==> src/hdl/tprs_pkg.sv <==
// tprs_pkg: shared constants, types and the sinc tap table of the toggle to pcm resampler
// no dependencies; used by every module in hdl/ except tprs_ram
package tprs_pkg;

   localparam int TapCount   = 64;
   localparam int Oversample = 4;
   localparam int IdxW       = $clog2(TapCount);
   localparam int SlotW      = 13;
   localparam int PhaseW     = 16;
   localparam int TapW       = 16;
   localparam int CountW     = (Oversample > 1) ? $clog2(Oversample) : 1;
   localparam int ProdW      = SlotW + TapW + 1;
   localparam int AccW       = ProdW + IdxW;
   localparam int DcW        = 24;
   localparam int GainW      = 16;
   localparam int SampleW    = 16;
   localparam int CsrW       = 16;
   localparam int CsrIdxW    = 2;
   localparam int SlotFull   = 4096;
   localparam int PoleQ16    = 65208;
   localparam int Quarter    = 4 * Oversample;
   localparam int HalfQuarter = Quarter / 2;
   localparam int FullTurn    = 2 * Quarter;
   localparam longint unsigned PiQ30 = 64'd3373259426;

   // register indexes on the csr port
   localparam logic [CsrIdxW-1:0] CsrStep = CsrIdxW'(0);
   localparam logic [CsrIdxW-1:0] CsrGain = CsrIdxW'(1);
   localparam logic [CsrIdxW-1:0] CsrMute = CsrIdxW'(2);

   typedef struct packed {
      logic            start;
      logic [IdxW-1:0] base;
   } fir_req_type;

   typedef struct packed {
      logic                   valid;
      logic signed [AccW-1:0] acc;
   } fir_res_type;

   function automatic logic [IdxW-1:0] next_idx(input logic [IdxW-1:0] idx);
      return (idx == IdxW'(TapCount - 1)) ? '0 : idx + 1'b1;
   endfunction

   // shift and subtract quotient, only used while the tap table is built
   function automatic longint unsigned udiv(input longint unsigned num,
                                            input longint unsigned den);
      logic [64:0]     rem;
      longint unsigned quo;
      rem = '0;
      quo = '0;
      for (int b = 63; b >= 0; b--) begin
         rem = {rem[63:0], num[b]};
         if (rem >= {1'b0, den}) begin
            rem    = rem - {1'b0, den};
            quo[b] = 1'b1;
         end
      end
      return quo;
   endfunction

   // integer sinc design, normalized by the tap magnitude sum
   function automatic logic [TapCount*TapW-1:0] build_taps();
      longint                    v [TapCount];
      longint unsigned           total;
      longint unsigned           mag;
      longint unsigned           xr;
      longint unsigned           xfull;
      longint unsigned           x2;
      longint unsigned           term;
      longint unsigned           q;
      longint                    am;
      longint                    a;
      longint                    s;
      longint                    sum;
      longint                    tap;
      logic                      neg;
      logic [TapCount*TapW-1:0]  rom;
      total = 0;
      rom   = '0;
      for (int i = 0; i < TapCount; i++) begin
         am = 2 * longint'(i) + 1 - TapCount;
         if (am < 0) am = -am;
         if (am == 0) begin
            v[i] = longint'(1) << 30;
         end else begin
            a = am;
            while (a >= FullTurn) a = a - FullTurn;
            neg = 1'b0;
            if (a >= Quarter) begin
               a   = a - Quarter;
               neg = 1'b1;
            end
            if (a > HalfQuarter) a = Quarter - a;
            xr   = udiv($unsigned(a) * PiQ30, 64'(Quarter));
            x2   = (xr * xr) >> 30;
            term = xr;
            sum  = $signed(xr);
            for (int n = 1; n <= 6; n++) begin
               term = udiv((term * x2) >> 30, 64'((2 * n) * (2 * n + 1)));
               if (n[0] == 1'b1) sum = sum - $signed(term);
               else sum = sum + $signed(term);
            end
            s     = neg ? -sum : sum;
            xfull = udiv($unsigned(am) * PiQ30, 64'(Quarter));
            if (s >= 0) v[i] = $signed(udiv($unsigned(s) << 30, xfull));
            else v[i] = -$signed(udiv($unsigned(-s) << 30, xfull));
         end
         total = total + $unsigned((v[i] < 0) ? -v[i] : v[i]);
      end
      if (total == 0) total = 1;
      for (int i = 0; i < TapCount; i++) begin
         mag = $unsigned((v[i] < 0) ? -v[i] : v[i]);
         q   = udiv(mag * 64'd32768 + (total >> 1), total);
         tap = (v[i] < 0) ? -$signed(q) : $signed(q);
         rom[i*TapW +: TapW] = tap[TapW-1:0];
      end
      return rom;
   endfunction

   // tap c sits at bits [c*TapW +: TapW], c = 0 is the oldest slot
   localparam logic [TapCount*TapW-1:0] TapRom = build_taps();

endpackage

==> src/hdl/toggle_to_pcm_sinc_resampler.sv <==
// toggle_to_pcm_sinc_resampler: top level, csr registers, ring ram and the three units
// depends on tprs_pkg, tprs_ram, tprs_slot, tprs_fir, tprs_dc
//
//  channel  dir  handshake              payload
//  req      in   req_tvalid/req_tready  req_tdata[0] toggle, [7:1] zero
//  rsp      out  rsp_tvalid/rsp_tready  rsp_tdata[15:0] sample, signed
//  csr      in   csr_we                 csr_index, csr_wdata
//
// an item that stays inside a sub-sample or only closes one is taken without a stall
// an item that completes a pcm sample holds req_tready low until this chain is done:
// the ring ram read port supplies TapCount-1 slots to one mac, then the dc and gain
// steps share one multiplier; a pending result only stalls the end of that chain
// after reset the ring ram is zeroed one entry a cycle, all TapCount entries, req_tready low
module toggle_to_pcm_sinc_resampler (
   input  logic                           clock,
   input  logic                           reset,
   input  logic                           req_tvalid,
   output logic                           req_tready,
   input  logic [7:0]                     req_tdata,   // [0] toggle
   output logic                           rsp_tvalid,
   input  logic                           rsp_tready,
   output logic [15:0]                    rsp_tdata,   // [15:0] sample
   input  logic                           csr_we,
   input  logic [tprs_pkg::CsrIdxW-1:0]   csr_index,
   input  logic [tprs_pkg::CsrW-1:0]      csr_wdata
);

   logic [tprs_pkg::PhaseW-1:0]  step_ff;
   logic [tprs_pkg::GainW-1:0]   gain_ff;
   logic                         mute_ff;

   logic                         take;
   logic                         clearing;
   logic                         wr_en;
   logic [tprs_pkg::IdxW-1:0]    wr_addr;
   logic [tprs_pkg::SlotW-1:0]   wr_data;
   logic                         rd_en;
   logic [tprs_pkg::IdxW-1:0]    rd_addr;
   logic [tprs_pkg::SlotW-1:0]   rd_data;
   tprs_pkg::fir_req_type        fir_req;
   tprs_pkg::fir_res_type        fir_res;
   logic                         fir_busy;
   logic                         dc_busy;

   always_ff @(posedge clock) begin
      if (reset) begin
         step_ff <= tprs_pkg::PhaseW'(12303);
         gain_ff <= tprs_pkg::GainW'(4096);
         mute_ff <= 1'b0;
      end else if (csr_we) begin
         priority case (csr_index)
            tprs_pkg::CsrStep: step_ff <= csr_wdata[tprs_pkg::PhaseW-1:0];
            tprs_pkg::CsrGain: gain_ff <= csr_wdata[tprs_pkg::GainW-1:0];
            tprs_pkg::CsrMute: mute_ff <= csr_wdata[0];
            default: ;
         endcase
      end
   end

   assign req_tready = ~clearing & ~fir_busy & ~dc_busy;
   assign take       = req_tvalid & req_tready;

   tprs_slot u_slot (
      .clock    (clock),
      .reset    (reset),
      .take     (take),
      .toggle   (req_tdata[0]),
      .step     (step_ff),
      .clearing (clearing),
      .wr_en    (wr_en),
      .wr_addr  (wr_addr),
      .wr_data  (wr_data),
      .fir_req  (fir_req)
   );

   tprs_ram #(
      .Width (tprs_pkg::SlotW),
      .Depth (tprs_pkg::TapCount)
   ) u_ring (
      .clock   (clock),
      .wr_en   (wr_en),
      .wr_addr (wr_addr),
      .wr_data (wr_data),
      .rd_en   (rd_en),
      .rd_addr (rd_addr),
      .rd_data (rd_data)
   );

   tprs_fir u_fir (
      .clock   (clock),
      .reset   (reset),
      .fir_req (fir_req),
      .rd_data (rd_data),
      .rd_en   (rd_en),
      .rd_addr (rd_addr),
      .fir_res (fir_res),
      .busy    (fir_busy)
   );

   tprs_dc u_dc (
      .clock      (clock),
      .reset      (reset),
      .fir_res    (fir_res),
      .gain       (gain_ff),
      .mute       (mute_ff),
      .out_ready  (rsp_tready),
      .out_valid  (rsp_tvalid),
      .out_sample (rsp_tdata),
      .busy       (dc_busy)
   );

`ifndef NO_ASSERTIONS
   a_start_idle : assert property (@(posedge clock) disable iff (reset)
      fir_req.start |-> (!fir_busy && !dc_busy))
      else $error("fir started while a sample is still in flight");

   a_done_idle : assert property (@(posedge clock) disable iff (reset)
      fir_res.valid |-> !dc_busy)
      else $error("fir sum delivered while dc stage busy");

   a_rsp_source : assert property (@(posedge clock) disable iff (reset)
      $rose(rsp_tvalid) |-> $past(dc_busy))
      else $error("result appeared without a dc stage pass");
`endif

endmodule

==> src/hdl/tprs_ram.sv <==
// tprs_ram: generic single write port, single read port ram with registered read
// no dependencies
module tprs_ram #(
   parameter int Width = 8,
   parameter int Depth = 16
) (
   input  logic                     clock,
   input  logic                     wr_en,
   input  logic [$clog2(Depth)-1:0] wr_addr,
   input  logic [Width-1:0]         wr_data,
   input  logic                     rd_en,
   input  logic [$clog2(Depth)-1:0] rd_addr,
   output logic [Width-1:0]         rd_data
);

   logic [Width-1:0] mem_ff [Depth];
   logic [Width-1:0] rd_data_ff;

   always_ff @(posedge clock) begin
      if (wr_en) mem_ff[wr_addr] <= wr_data;
      if (rd_en) rd_data_ff <= mem_ff[rd_addr];
   end

   assign rd_data = rd_data_ff;

endmodule

==> src/hdl/tprs_slot.sv <==
// tprs_slot: level tracking, phase accumulator, open sub-sample slot and ring writes
// depends on tprs_pkg; drives the write port of the ring ram and starts the fir
module tprs_slot (
   input  logic                         clock,
   input  logic                         reset,
   input  logic                         take,
   input  logic                         toggle,
   input  logic [tprs_pkg::PhaseW-1:0]  step,
   output logic                         clearing,
   output logic                         wr_en,
   output logic [tprs_pkg::IdxW-1:0]    wr_addr,
   output logic [tprs_pkg::SlotW-1:0]   wr_data,
   output tprs_pkg::fir_req_type        fir_req
);

   logic                          level_ff, level_in;
   logic [tprs_pkg::PhaseW-1:0]   phase_ff, phase_in;
   logic [tprs_pkg::SlotW-1:0]    open_ff, open_in;
   logic [tprs_pkg::IdxW-1:0]     idx_ff, idx_in;
   logic [tprs_pkg::CountW-1:0]   count_ff, count_in;
   logic                          clr_ff, clr_in;
   logic [tprs_pkg::IdxW-1:0]     clr_idx_ff, clr_idx_in;

   logic [tprs_pkg::PhaseW:0]     phase_sum;
   logic                          level_new;
   logic [tprs_pkg::SlotW-1:0]    part_inc;
   logic [tprs_pkg::SlotW-1:0]    head_room;
   logic [tprs_pkg::SlotW-1:0]    done_slot;

   always_comb begin
      phase_sum = {1'b0, phase_ff} + {1'b0, step};
      level_new = level_ff ^ toggle;
      part_inc  = {1'b0, phase_sum[tprs_pkg::PhaseW-1:4]} - {1'b0, phase_ff[tprs_pkg::PhaseW-1:4]};
      head_room = tprs_pkg::SlotW'(tprs_pkg::SlotFull) - {1'b0, phase_ff[tprs_pkg::PhaseW-1:4]};
      done_slot = open_ff + (level_new ? head_room : '0);

      level_in   = level_ff;
      phase_in   = phase_ff;
      open_in    = open_ff;
      idx_in     = idx_ff;
      count_in   = count_ff;
      clr_in     = clr_ff;
      clr_idx_in = clr_idx_ff;
      wr_en      = 1'b0;
      wr_addr    = idx_ff;
      wr_data    = done_slot;
      fir_req    = '{start: 1'b0, base: '0};

      if (clr_ff) begin
         // zero the ring after reset, one entry per cycle
         wr_en      = 1'b1;
         wr_addr    = clr_idx_ff;
         wr_data    = '0;
         clr_idx_in = tprs_pkg::next_idx(clr_idx_ff);
         if (clr_idx_ff == tprs_pkg::IdxW'(tprs_pkg::TapCount - 1)) clr_in = 1'b0;
      end else if (take) begin
         level_in = level_new;
         phase_in = phase_sum[tprs_pkg::PhaseW-1:0];
         if (!phase_sum[tprs_pkg::PhaseW]) begin
            open_in = open_ff + (level_new ? part_inc : '0);
         end else begin
            // sub-sample boundary: close the open slot into the ring
            wr_en   = 1'b1;
            idx_in  = tprs_pkg::next_idx(idx_ff);
            open_in = level_new ? {1'b0, phase_sum[tprs_pkg::PhaseW-1:4]} : '0;
            if (count_ff == tprs_pkg::CountW'(tprs_pkg::Oversample - 1)) begin
               count_in      = '0;
               fir_req.start = 1'b1;
               fir_req.base  = tprs_pkg::next_idx(idx_in);
            end else begin
               count_in = count_ff + 1'b1;
            end
         end
      end
   end

   always_ff @(posedge clock) begin
      if (reset) begin
         level_ff   <= 1'b0;
         phase_ff   <= '0;
         open_ff    <= '0;
         idx_ff     <= '0;
         count_ff   <= '0;
         clr_ff     <= 1'b1;
         clr_idx_ff <= '0;
      end else begin
         level_ff   <= level_in;
         phase_ff   <= phase_in;
         open_ff    <= open_in;
         idx_ff     <= idx_in;
         count_ff   <= count_in;
         clr_ff     <= clr_in;
         clr_idx_ff <= clr_idx_in;
      end
   end

   assign clearing = clr_ff;

endmodule

==> src/hdl/tprs_fir.sv <==
// tprs_fir: sinc fir, reads the ring one slot per cycle through a single mac
// depends on tprs_pkg; reads the ring ram, hands the sum to tprs_dc
module tprs_fir (
   input  logic                        clock,
   input  logic                        reset,
   input  tprs_pkg::fir_req_type       fir_req,
   input  logic [tprs_pkg::SlotW-1:0]  rd_data,
   output logic                        rd_en,
   output logic [tprs_pkg::IdxW-1:0]   rd_addr,
   output tprs_pkg::fir_res_type       fir_res,
   output logic                        busy
);

   logic                                issue_ff, issue_in;
   logic [tprs_pkg::IdxW-1:0]           cnt_ff, cnt_in;
   logic [tprs_pkg::IdxW-1:0]           addr_ff, addr_in;
   logic                                s1_vld_ff, s1_last_ff;
   logic signed [tprs_pkg::TapW-1:0]    tap_ff, tap_in;
   logic                                s2_vld_ff, s2_last_ff;
   logic signed [tprs_pkg::ProdW-1:0]   prod_ff, prod_in;
   logic signed [tprs_pkg::AccW-1:0]    acc_ff, acc_in;
   logic                                done_ff;
   logic                                last_issue;

   always_comb begin
      last_issue = (cnt_ff == tprs_pkg::IdxW'(tprs_pkg::TapCount - 2));
      issue_in   = issue_ff;
      cnt_in     = cnt_ff;
      addr_in    = addr_ff;
      if (fir_req.start) begin
         issue_in = 1'b1;
         cnt_in   = '0;
         addr_in  = fir_req.base;
      end else if (issue_ff) begin
         addr_in = tprs_pkg::next_idx(addr_ff);
         cnt_in  = cnt_ff + 1'b1;
         // the oldest slot, the next one to be overwritten, is never read
         if (last_issue) issue_in = 1'b0;
      end
      tap_in  = tprs_pkg::TapRom[cnt_ff*tprs_pkg::TapW +: tprs_pkg::TapW];
      prod_in = $signed({1'b0, rd_data}) * tap_ff;
      acc_in  = acc_ff;
      if (fir_req.start) acc_in = '0;
      else if (s2_vld_ff) acc_in = acc_ff + tprs_pkg::AccW'(prod_ff);
   end

   always_ff @(posedge clock) begin
      if (reset) begin
         issue_ff  <= 1'b0;
         s1_vld_ff <= 1'b0;
         s2_vld_ff <= 1'b0;
         done_ff   <= 1'b0;
      end else begin
         issue_ff  <= issue_in;
         s1_vld_ff <= issue_ff;
         s2_vld_ff <= s1_vld_ff;
         done_ff   <= s2_vld_ff & s2_last_ff;
      end
   end

   always_ff @(posedge clock) begin
      cnt_ff     <= cnt_in;
      addr_ff    <= addr_in;
      tap_ff     <= tap_in;
      s1_last_ff <= issue_ff & last_issue;
      s2_last_ff <= s1_last_ff;
      prod_ff    <= prod_in;
      acc_ff     <= acc_in;
   end

   assign rd_en         = issue_ff;
   assign rd_addr       = addr_ff;
   assign fir_res.valid = done_ff;
   assign fir_res.acc   = acc_ff;
   assign busy          = issue_ff | s1_vld_ff | s2_vld_ff | done_ff;

endmodule

==> src/hdl/tprs_dc.sv <==
// tprs_dc: dc blocker, gain, mute and the result register, one shared multiplier
// depends on tprs_pkg; takes the fir sum from tprs_fir
module tprs_dc (
   input  logic                          clock,
   input  logic                          reset,
   input  tprs_pkg::fir_res_type         fir_res,
   input  logic [tprs_pkg::GainW-1:0]    gain,
   input  logic                          mute,
   input  logic                          out_ready,
   output logic                          out_valid,
   output logic [tprs_pkg::SampleW-1:0]  out_sample,
   output logic                          busy
);

   localparam int WideW = 48;
   localparam int MulW  = tprs_pkg::DcW + tprs_pkg::GainW + 1;
   localparam logic signed [WideW-1:0] DcMax  = WideW'((longint'(1) << (tprs_pkg::DcW - 1)) - 1);
   localparam logic signed [WideW-1:0] DcMin  = -DcMax - 1;
   localparam logic signed [WideW-1:0] OutMax =
      WideW'((longint'(1) << (tprs_pkg::SampleW - 1)) - 1);
   localparam logic signed [WideW-1:0] OutMin = -OutMax - 1;

   typedef enum logic [4:0] {
      ST_IDLE = 5'b00001,
      ST_POLE = 5'b00010,
      ST_SUM  = 5'b00100,
      ST_GAIN = 5'b01000,
      ST_OUT  = 5'b10000
   } dc_state_type;

   function automatic logic signed [tprs_pkg::DcW-1:0] sat_dc(input logic signed [WideW-1:0] v);
      logic signed [WideW-1:0] c;
      c = (v > DcMax) ? DcMax : ((v < DcMin) ? DcMin : v);
      return c[tprs_pkg::DcW-1:0];
   endfunction

   function automatic logic signed [tprs_pkg::SampleW-1:0] sat_out(
      input logic signed [WideW-1:0] v);
      logic signed [WideW-1:0] c;
      c = (v > OutMax) ? OutMax : ((v < OutMin) ? OutMin : v);
      return c[tprs_pkg::SampleW-1:0];
   endfunction

   dc_state_type                        state_ff, state_in;
   logic signed [tprs_pkg::DcW-1:0]     x_ff, x_in;
   logic signed [tprs_pkg::DcW-1:0]     px_ff, px_in;
   logic signed [tprs_pkg::DcW-1:0]     py_ff, py_in;
   logic signed [tprs_pkg::DcW-1:0]     y_ff, y_in;
   logic signed [MulW-1:0]              mul_ff, mul_in;
   logic signed [tprs_pkg::DcW-1:0]     mul_a;
   logic signed [tprs_pkg::GainW:0]     mul_b;
   logic                                out_valid_ff, out_valid_in;
   logic [tprs_pkg::SampleW-1:0]        out_sample_ff, out_sample_in;
   logic signed [tprs_pkg::AccW-1:0]    acc_rnd;
   logic signed [WideW-1:0]             pole_term;
   logic signed [WideW-1:0]             y_sum;
   logic signed [WideW-1:0]             scaled;

   always_comb begin
      acc_rnd   = (fir_res.acc + tprs_pkg::AccW'(16384)) >>> 15;
      pole_term = WideW'((mul_ff + MulW'(32768)) >>> 16);
      y_sum     = WideW'(x_ff) - WideW'(px_ff) + pole_term;
      scaled    = WideW'((mul_ff + MulW'(256)) >>> 9);
      mul_a     = state_ff == ST_POLE ? py_ff : y_ff;
      mul_b     = state_ff == ST_POLE ? (tprs_pkg::GainW + 1)'(tprs_pkg::PoleQ16)
                                      : $signed({1'b0, gain});
      mul_in    = mul_a * mul_b;

      state_in      = state_ff;
      x_in          = x_ff;
      px_in         = px_ff;
      py_in         = py_ff;
      y_in          = y_ff;
      out_valid_in  = out_valid_ff & ~out_ready;
      out_sample_in = out_sample_ff;

      unique case (state_ff)
         ST_IDLE: begin
            if (fir_res.valid) begin
               x_in     = sat_dc(WideW'(acc_rnd));
               state_in = ST_POLE;
            end
         end
         ST_POLE: state_in = ST_SUM;
         ST_SUM: begin
            y_in     = sat_dc(y_sum);
            px_in    = x_ff;
            py_in    = sat_dc(y_sum);
            state_in = ST_GAIN;
         end
         ST_GAIN: state_in = ST_OUT;
         ST_OUT: begin
            // hold here until the result register is free
            if (!out_valid_ff || out_ready) begin
               out_valid_in  = 1'b1;
               out_sample_in = mute ? '0 : sat_out(scaled);
               state_in      = ST_IDLE;
            end
         end
         default: state_in = ST_IDLE;
      endcase
   end

   always_ff @(posedge clock) begin
      if (reset) begin
         state_ff     <= ST_IDLE;
         px_ff        <= '0;
         py_ff        <= '0;
         out_valid_ff <= 1'b0;
      end else begin
         state_ff     <= state_in;
         px_ff        <= px_in;
         py_ff        <= py_in;
         out_valid_ff <= out_valid_in;
      end
   end

   always_ff @(posedge clock) begin
      x_ff          <= x_in;
      y_ff          <= y_in;
      mul_ff        <= mul_in;
      out_sample_ff <= out_sample_in;
   end

   assign out_valid  = out_valid_ff;
   assign out_sample = out_sample_ff;
   assign busy       = state_ff != ST_IDLE;

endmodule
==> config.mk <==
export PLATFORM = sky130hd
export DESIGN_NAME = toggle_to_pcm_sinc_resampler
export DESIGN_NICKNAME = d
export VERILOG_FILES = /design/src/hdl/tprs_pkg.sv /design/src/hdl/toggle_to_pcm_sinc_resampler.sv /design/src/hdl/tprs_ram.sv /design/src/hdl/tprs_slot.sv /design/src/hdl/tprs_fir.sv /design/src/hdl/tprs_dc.sv
export SDC_FILE = /design/constraint.sdc
export NUM_CORES = 2
export LEC_CHECK = 0
export ABC_AREA = 1
export BUFFER_PORTS_ARGS = -buffer_cell sky130_fd_sc_hd__buf_2
export CAP_MARGIN = 25
export CELL_PAD_IN_SITES_DETAIL_PLACEMENT = 1
export CELL_PAD_IN_SITES_GLOBAL_PLACEMENT = 1
export CORE_ASPECT_RATIO = 1.2
export CORE_UTILIZATION = 46
export DETAILED_ROUTE_END_ITERATION = 8
export PLACE_DENSITY_LB_ADDON = 0.1
export SLEW_MARGIN = 25
export SYNTH_ARGS = -nofsm -noshare
export SYNTH_HDL_FRONTEND = slang
export SYNTH_SLANG_ARGS = --single-unit
==> constraint.sdc <==
create_clock -name clock -period 6.7 [get_ports clock]
set_input_delay 1.34 -clock clock [delete_from_list [all_inputs] [get_ports clock]]
set_output_delay 1.34 -clock clock [all_outputs]
set_load 0.01 [all_outputs]
==> flow_metrics.env <==
export IMPL_die_w_um=373
export IMPL_drt_total_wl_um=245000
export IMPL_htree_levels=4
export IMPL_holdCritPathClass="register to register"
export IMPL_p_per_area_nw_per_um2=378
export IMPL_final_area_sq_um=87300
export IMPL_yosysTopAreaCell="edfxtp_1"
export IMPL_drc=0
export IMPL_critPathCapture="u_dc.mul_ff[39]"
export IMPL_cpPeakStageDelay_ps=550
export IMPL_crit_slowest_cell="fa_2"
export IMPL_grt_setup_unrepaired="yes"
export IMPL_whs_ps=427
export IMPL_async_flop_share_pct=0
export IMPL_wl_per_cell_um=22.6
export IMPL_hold_path_depth=2
export IMPL_clock_latency_ps=830
export IMPL_synth_edf_count=913
export IMPL_rows=163
export IMPL_drtPass1Iterations=7
export IMPL_fin_crit_ps=6620
export IMPL_drt_iter0_markers=3534
export IMPL_clk_pin_slew_ps=60
export IMPL_total_power_w=0.0330
export IMPL_grt_pass1_wl_um=374000
export IMPL_final_antenna_net_count=0
export IMPL_place_area_sq_um=81300
export IMPL_numPortBuffers=41
export IMPL_num_vias=59844
export IMPL_yosysUniqueCellTypes=61
export IMPL_multiInputGateArea_sq_um=38500
export IMPL_vias_per_cell=5.51
export IMPL_slew_viol_final=0
export IMPL_r2r_slack_ps=80
export IMPL_endpoint_kind="register"
export IMPL_final_nets=9537
export IMPL_die_h_um=447
export IMPL_clockBufferDepth=3
export IMPL_seq_area_sq_um=32500
export IMPL_max_slew_margin_pct=28.7
export IMPL_coreArea_sq_um=164000
export IMPL_cap_violations=0
export IMPL_tritoncts="yes"
export IMPL_synth_net_count=9197
export IMPL_drive_gt1_share_pct=11.8
export IMPL_mostFrequentLayoutCell="inv_1"
export IMPL_worstMarginPinSlew_ps=1070
export IMPL_final_cell_mix="1246 x inv_1, 1245 x nand2_1, 1145 x nor2_1"
export IMPL_r2r_end="u_dc.mul_ff[39]"
export IMPL_dp_hpwl_um=179000
export IMPL_cts_hold_buffers_added=0
export IMPL_grt_usage_pct=29.3
export IMPL_synthesis_area_sq_um=76000
export IMPL_max_freq_mhz=151
export IMPL_arrival_ps=7330
export IMPL_dp_slack_ps=-241
export IMPL_syn_inst=8274
export IMPL_gr_total_overflow=0
export IMPL_crit_start="u_dc.state_ff[2]"
export IMPL_p_leak_nw=38.0
export IMPL_fillers=18563
export IMPL_synth_flop_cell="edfxtp_1"
export IMPL_start_util_pct=46.3
export IMPL_clock_sinks=1167
export IMPL_worstRegToRegCells=28
export IMPL_yosysSeqAreaShare_pct=42.8
export IMPL_io_pins=49
export IMPL_status="finished clean"
export IMPL_cts_root_buffer="clkbuf_16"
export IMPL_grt_max_degree=209
export IMPL_period_share_pct=98.8
export IMPL_yosysWarnings=0
export IMPL_synth_top_area_share_pct=36.1
export IMPL_hold_viol_final=0
export IMPL_cts_buffers=130
export IMPL_grt_pass1_vias=64304
export IMPL_dieArea_sq_um=167000
export IMPL_finalCoreUtilization_pct=53.2
export IMPL_antenna_found_initial=3
export IMPL_syn_avg_cell_area_sq_um=9.19
export IMPL_synth_area_leaders="edfxtp_1 36%, fa_1 15%, dfxtp_1 6.7%"
export IMPL_fin_ws_ps=79.1
export IMPL_setup_viol=0
export IMPL_setup_worst_path_class="register to register"
export IMPL_skew_ps=65.9
export IMPL_cp_start_kind="register"
export IMPL_crit_fanout=7
export IMPL_critPathRequiredTime_ps=7400
export IMPL_gp_congestion=0.920
export IMPL_vdd_drop_max_mv=0.449
export IMPL_area_growth_synth_to_final_pct=14.9
export IMPL_r2r_start="u_dc.state_ff[2]"
export IMPL_ys_ff_latch=1167
==> critical path, delay by kind of cell (launching register included) <==
family                     cells  cell delay, ps
adders and majority gates      7            3460
xor gates and xnor gates       1             130
buffers and inverters         11            1150
and+or+nand+nor                8            1210
DFF                            1             360
AOI/OAI and AO/OA              1             230
==> cells in the mapped netlist, types with 5 or more instances <==
master    count
inv_1      1293
nand2_1    1271
nor2_1     1188
edfxtp_1    913
o21ai_0     756
fa_1        584
a21oi_1     319
ha_1        308
clkbuf_1    256
dfxtp_1     254
nand3_1     241
o22ai_1     212
xor2_1      133
xnor2_1      49
o211ai_1     48
nand4_1      47
nor3_1       47
buf_2        46
o221ai_1     41
a31oi_1      33
o21ai_1      22
a21o_1       18
o21bai_1     17
o21a_1       14
or2_2        14
nor2_2       13
o31ai_1      13
nand2_2      11
mux2i_1       9
a211oi_1      8
nor4_1        8
buf_1         7
nor2_4        6
o21ai_2       6
o311ai_0      6
clkinv_1      5
inv_2         5
==> how the worst min path moves through the flow <==
stage	startpoint	endpoint	slack (ps)
6_report	u_fir.s2_last_ff	u_fir.done_ff	430
5_1_grt	u_fir.s2_last_ff	u_fir.done_ff	460
4_1_cts	u_fir.s2_last_ff	u_fir.done_ff	430
3_5_place_dp	u_fir.s2_last_ff	u_fir.done_ff	420
3_3_place_gp	u_fir.s2_last_ff	u_fir.done_ff	410
2_1_floorplan	u_fir.s1_last_ff	u_fir.s2_last_ff	310
==> through the flow <==
step,setup TNS [ps],cells
6_report,0,10861
5_1_grt,-1450,10861
4_1_cts,0,10820
3_5_place_dp,-2850,10581
3_3_place_gp,-578,10581
2_1_floorplan,0,8274
==> state kept, by name (all words and copies together) (netlist names), 22 cells and up <==
signal and flops:
u_fir.prod_ff 30, u_dc.mul_ff 33, u_ring.mem_ff 832, u_fir.acc_ff 36, u_dc.py_ff 24, u_dc.y_ff 24
u_dc.px_ff 22, u_dc.x_ff 22
==> cell type report <==
cell class                 instances  share of cell area (%)
inverter                        1303                    5.63
timing repair buffer             524                    4.93
multi-input combinational       5488                    44.1
tap                             2145                    3.07
sequential                      1167                    37.2
clock inverter                    75                    1.10
antenna                            1                 0.00287
clock buffer                     158                    3.97
==> routing by layer <==
metal	vias to the layer above	GRT usage [%]	routed length, um
met4	0	15.1	13800
met5	-	0	0
met3	510	3.14	9340
li1	27736	-	-
met2	1319	52.5	125000
met1	30279	34.8	97600
==> what timing repair did <==
item / CTS / global route
setup endpoints to repair: 27 / 28
gates cloned: 0 / 3
endpoints found under the hold margin: 0 / 0
pin swaps: 26 / 107
setup buffers: 6 / 35
resized for setup: 84 / 225
==> power by group <==
part,total (W),switching [W],internal (W),leakage [nW]
Clock,0.00739,0.00323,0.00416,2.13
Combinational,0.0169,0.0106,0.00632,24.8
Sequential,0.00872,0.000419,0.00830,11.1
==> kinds of logic after synthesis <==
kind of cell	after synthesis	share of synthesized area, %
AOI/OAI and AO/OA	1527	11.2
xor gates and xnor gates	182	2.10
adders and majority gates	892	20.4
buffers and inverters	1619	8.13
DFF	1167	42.8
muxes	9	0.119
and+or+nand+nor	2878	15.3
No activity file was read; power rests on OpenSTA's default activity.
